[config.mk]
export PLATFORM = sky130hd
export DESIGN_NAME = mhpq_ctrl
export DESIGN_NICKNAME = d
export VERILOG_FILES = /design/src/hw/rtl/mhpq_pkg.sv /design/src/hw/rtl/mhpq_ctrl.sv
export VERILOG_INCLUDE_DIRS = /design/src /design/src/hw/rtl
export SDC_FILE = /design/constraint.sdc
export NUM_CORES = 1
export LEC_CHECK = 0
export BUFFER_PORTS_ARGS = -buffer_cell sky130_fd_sc_hd__clkbuf_2
export CAP_MARGIN = 10
export CORE_AREA = 4 4 41 43
export CTS_BUF_LIST = sky130_fd_sc_hd__clkbuf_8
export DETAILED_ROUTE_END_ITERATION = 8
export DIE_AREA = 0 0 45 47
export PLACE_DENSITY = 0.75
export SLEW_MARGIN = 20
export SYNTH_ARGS = -nofsm -noshare
export SYNTH_HDL_FRONTEND = slang
export SYNTH_SLANG_ARGS = --single-unit
export TNS_END_PERCENT = 10
[constraint.sdc]
create_clock -name clk_i -period 1.9 [get_ports clk_i]
set_input_delay 0.57 -clock clk_i [delete_from_list [all_inputs] [get_ports clk_i]]
set_output_delay 0.57 -clock clk_i [all_outputs]
set_load 0.02 [all_outputs]
[src/hw/rtl/max_heap_priority_queue_core_assert.svh]
// assertion macros shared by the heap queue rtl
`ifndef MAX_HEAP_PRIORITY_QUEUE_CORE_ASSERT_SVH
`define MAX_HEAP_PRIORITY_QUEUE_CORE_ASSERT_SVH
`ifndef SYNTHESIS
`define MHPQ_ASSERT(lbl, clk, rstn, prop) \
  lbl: assert property (@(posedge clk) disable iff (!rstn) (prop)) \
    else $error("heap queue property violated");
`define MHPQ_NEVER(lbl, clk, rstn, expr) \
  lbl: assert property (@(posedge clk) disable iff (!rstn) !(expr)) \
    else $error("heap queue forbidden condition");
`else
`define MHPQ_ASSERT(lbl, clk, rstn, prop)
`define MHPQ_NEVER(lbl, clk, rstn, expr)
`endif
`endif

[src/hw/rtl/mhpq_pkg.sv]
// types and constants of the heap priority queue
package mhpq_pkg;

  localparam int unsigned CAPACITY_DEF = 1024;
  localparam int unsigned DATA_W       = 32;

  localparam logic CMD_PUSH = 1'b0;
  localparam logic CMD_POP  = 1'b1;

  typedef enum logic [1:0] {
    ST_DONE  = 2'd0,
    ST_FULL  = 2'd1,
    ST_EMPTY = 2'd2
  } status_e;

  typedef struct packed {
    logic start_push;
    logic start_pop;
    logic load_last;
    logic up_root;
    logic rd_parent;
    logic up_eval;
    logic dn_place;
    logic rd_left;
    logic rd_right;
    logic dn_eval;
    logic commit;
  } dp_cmd_t;

  typedef struct packed {
    logic count_zero;
    logic count_full;
    logic pos_zero;
    logic has_left;
    logic up_move;
    logic dn_move;
  } dp_stat_t;

endpackage

[src/hw/rtl/mhpq_ctrl.sv]
// heap controller: sequences sift-up and sift-down and owns the handshakes
`include "max_heap_priority_queue_core_assert.svh"

module mhpq_ctrl (
  input  logic                 clk_i,
  input  logic                 rst_ni,
  input  logic                 in_valid_i,
  output logic                 in_stall_o,
  input  logic                 command_i,
  output logic                 out_valid_o,
  input  logic                 out_stall_i,
  output logic [1:0]           status_o,
  output mhpq_pkg::dp_cmd_t    cmd_o,
  input  mhpq_pkg::dp_stat_t   stat_i
);

  typedef enum logic [2:0] {
    S_IDLE,
    S_UP_RD,
    S_UP_EV,
    S_POP_LD,
    S_DN_RL,
    S_DN_RR,
    S_DN_EV,
    S_DONE
  } state_e;

  state_e            state_q, state_d;
  mhpq_pkg::status_e st_q, st_d;
  mhpq_pkg::status_e out_status_q;
  logic              out_valid_q;

  always_comb begin
    cmd_o   = '0;
    state_d = state_q;
    st_d    = st_q;
    case (state_q)
      S_IDLE: begin
        if (in_valid_i) begin
          if (command_i == mhpq_pkg::CMD_PUSH) begin
            if (stat_i.count_full) begin
              st_d    = mhpq_pkg::ST_FULL;
              state_d = S_DONE;
            end else begin
              cmd_o.start_push = 1'b1;
              st_d    = mhpq_pkg::ST_DONE;
              state_d = S_UP_RD;
            end
          end else begin
            if (stat_i.count_zero) begin
              st_d    = mhpq_pkg::ST_EMPTY;
              state_d = S_DONE;
            end else begin
              cmd_o.start_pop = 1'b1;
              st_d    = mhpq_pkg::ST_DONE;
              state_d = S_POP_LD;
            end
          end
        end
      end
      S_UP_RD: begin
        if (stat_i.pos_zero) begin
          cmd_o.up_root = 1'b1;
          state_d = S_DONE;
        end else begin
          cmd_o.rd_parent = 1'b1;
          state_d = S_UP_EV;
        end
      end
      S_UP_EV: begin
        cmd_o.up_eval = 1'b1;
        state_d = stat_i.up_move ? S_UP_RD : S_DONE;
      end
      S_POP_LD: begin
        cmd_o.load_last = 1'b1;
        state_d = stat_i.count_zero ? S_DONE : S_DN_RL;
      end
      S_DN_RL: begin
        if (stat_i.has_left) begin
          cmd_o.rd_left = 1'b1;
          state_d = S_DN_RR;
        end else begin
          cmd_o.dn_place = 1'b1;
          state_d = S_DONE;
        end
      end
      S_DN_RR: begin
        cmd_o.rd_right = 1'b1;
        state_d = S_DN_EV;
      end
      S_DN_EV: begin
        cmd_o.dn_eval = 1'b1;
        state_d = stat_i.dn_move ? S_DN_RL : S_DONE;
      end
      S_DONE: begin
        if (!out_valid_q || !out_stall_i) begin
          cmd_o.commit = 1'b1;
          state_d = S_IDLE;
        end
      end
      default: begin
        state_d = S_IDLE;
      end
    endcase
  end

  always_ff @(posedge clk_i or negedge rst_ni) begin
    if (!rst_ni) begin
      state_q      <= S_IDLE;
      st_q         <= mhpq_pkg::ST_DONE;
      out_valid_q  <= 1'b0;
      out_status_q <= mhpq_pkg::ST_DONE;
    end else begin
      state_q <= state_d;
      st_q    <= st_d;
      if (cmd_o.commit) begin
        out_valid_q  <= 1'b1;
        out_status_q <= st_q;
      end else if (!out_stall_i) begin
        out_valid_q  <= 1'b0;
      end
    end
  end

  assign in_stall_o  = (state_q != S_IDLE);
  assign out_valid_o = out_valid_q;
  assign status_o    = out_status_q;

  `MHPQ_NEVER(a_no_clobber, clk_i, rst_ni, cmd_o.commit && out_valid_q && out_stall_i)
  `MHPQ_ASSERT(a_valid_from_done, clk_i, rst_ni, $rose(out_valid_q) |-> $past(state_q == S_DONE))
  `MHPQ_ASSERT(a_out_hold, clk_i, rst_ni, (out_valid_q && out_stall_i) |=> out_valid_q)

endmodule

==> impl_results.md <==
* Critical path peak fanout at 5
* Rows at 13
* Hold WC Path Type: primary input to async pin
* Status: complete, but fails checks
* Worst setup margin at -0.0844 ns
* Ys async rst share at 1.00
* CTS tree: built
* Synth top area share at 0.345
* RSZ-0062 raised after global routing: true
* Nets at 106
* I/O Buffers at 25
* Final period util at 1.04
* Switching share of total power at 0.439
* CP max stage delay at 0.37 ns
* P_leak at 0.000413 µW
* Clock Tree Buf Depth at 2
* Combinational Power Share at 0.622
* Detailed Route WL at 1370 µm
* Layout Skew at 0.00399 ns
* First-pass GRT wire length at 2200 µm
* Arrival @ worst endpoint at 1.41 ns
* Initial Util at 0.446
* Max-slew violations at 0
* Post-synth EDFFs at 0
* Sink Count at 8
* Synth Cell Area at 581 µm²
* HPWL Detailed at 1050 µm
* Max Fclk at 504 MHz
* Synth Warn # at 0
* Slew HR at 0.849
* Violations in the final reports: setup timing
* Top Ports at 26
* Critical Path Slowest Stage Cell: dfrtp_1
* Core Area at 1300 µm²
* Seq cells post-synth at 8
* Synth top area cells: dfrtp_1 34%, nand2_1 5.8%, nor2_1 4.5%
* H-tree depth at 1
* Cells after Synth at 68
* Starting DRC count in detailed routing at 6
* Syn_nets at 79
* Net Switching at 579 µW
* # resized after CTS at 4
* DRT antenna net count at 0
* Hold Violations, Final at 0
* Root Buffer: clkbuf_8
* First drt pass iteration count at 4
* Clock latency on the worst-skew pair at 0.23 ns
* Clk pwr share at 0.153
* Internal at 741 µW
* Reg clk slew, reported paths at 0.04 ns
* Worst vdd ir at 0.00102 V
* DRC at 0
* Dpl cells at 105
* Most used DFF post-synth: dfrtp_1
* CTS buffer count at 3
* Area delta synth->final at 36.9%
* Total power per unit cell area at 1660 nW/µm²
* Die X at 45 µm
* Vias in the first global route at 544
* Via count at 581
* Die area at 2120 µm²
* Total power at 1320 µW
* Cell variety after synth at 32
* Startpoint types: flop
* Critical path class: flop to output port
* Largest net degree at the start of global routing at 22
* CP Capture Type: output port
* Sequential power share at 0.225
* Initial antenna violation count at 0
* Hold-fix buffers, CTS at 0
* Final setup vio count at 2
* Via-per-instance ratio at 5.38
* GRT overflow at 0
* Sequential cell area fraction in the yosys report at 0.345
* Layout cells sized above 1 at 0.419
* Worst-margin pin slew at 0.225 ns
* Wire per inst at 12.7 µm
* Fin crit period at 1.98 ns
* GR Util All Layers at 0.140
* Final Non-Filler Cells at 108
* Maxcap violations at 0
* Count leader, synth: nand2_1
* Leading area contributor after synthesis: dfrtp_1
* RD Place Congestion at 0.780
* Required time of the critical path at 1.33 ns
* Critical Path, Cell by Cell: nand2b_4 -> or3_4 -> nor3b_2 -> buf_4
* Synthesized area per cell at 8.54 µm²
* Die Y-Extent at 47 µm
* Postcts setup bufs at 0
* Commonest cells post-synth: 9 x nand2_1, 8 x dfrtp_1, 7 x nor2_1
* ANT cells at 0
-- kinds of logic (layout without fill, tap and decap cells) --
| family | Yosys count | in the layout | synth area share |
|---|---|---|---|
| AO/OA/AOI/OAI | 14 | 14 | 0.170 |
| buffers and inverters | 8 | 33 | 0.0711 |
| flip-flops | 8 | 8 | 0.345 |
| multiplexers | 4 | 4 | 0.0819 |
| AND/OR/NAND/NOR | 34 | 34 | 0.332 |
-- power by group through the flow --
stage / logic [µW] / clock network, µW / registers (µW)
global placement: 772 / 0 / 295
floorplan: 568 / 0 / 329
global route: 908 / 216 / 312
CTS: 797 / 209 / 293
finish: 821 / 202 / 297
detailed placement: 786 / 0 / 296
-- cell type report --
class,count,area [µm²]
sequential,8,200
multi-input combinational,52,358
tap,15,18.8
timing repair buffer,28,169
inverter,2,7.51
fill,126,507
clock buffer,3,41.3
-- stage by stage --
stage	worst slack [ns]	util	TNS [ns]	area [µm²]	hold WS [ns]
2_1_floorplan	-0.126	-	-0.305	586	0.274
3_3_place_gp	-0.108	0.552	-0.209	718	0.420
3_5_place_dp	-0.128	0.552	-0.229	718	0.429
4_1_cts	-0.115	0.596	-0.219	776	0.187
5_1_grt	-0.150	0.611	-0.413	795	0.190
6_report	-0.0844	0.611	-0.151	795	0.186
-- cells in the final DEF (no fill, tap or decap), types with 2 or more instances in the layout --
cell and instances:
dfrtp_1 8, clkbuf_2 21, inv_1 2, nand2_1 9, nand3_1 3, clkbuf_8 4
buf_4 3, nor2_1 6, o21ai_0 3, nor2b_1 2, mux2_2 2, and3b_1 2
nor3_1 2, a21oi_1 3, buf_6 2
-- state kept, by name, indices dropped and copies added, names as in the netlist --
name / flops
out_valid_o: 1
status_o: 2
st_q: 2
state_q: 3
-- worst paths after layout --
check,slack [ns],cells past startpoint,startpoint,end
max,-0.08,4,state_q[2],cmd_o[9]
min,0.19,1,rst_ni,st_q[1]
max reg2reg,0.61,3,state_q[2],st_q[0]
min reg2reg,0.49,2,st_q[1],st_q[1]
max in group asynchronous,1.53,1,rst_ni,state_q[0]
min in group clk_i,0.49,2,st_q[1],st_q[1]
-- layer usage --
layer	vias to the layer above	share of wire	global-route usage
met5	-	0	0
met4	0	0	0
met3	0	0.087	0.0575
met2	25	0.45	0.237
met1	260	0.46	0.179
li1	296	-	-
-- worst max-delay path, delay by kind of cell, from the launching register on --
kind	cells	cell delay (ns)
DFF	1	0.37
buffers and inverters	1	0.16
and+or+nand+nor	3	0.67
Note: power is estimated with default switching activity, not from simulation.
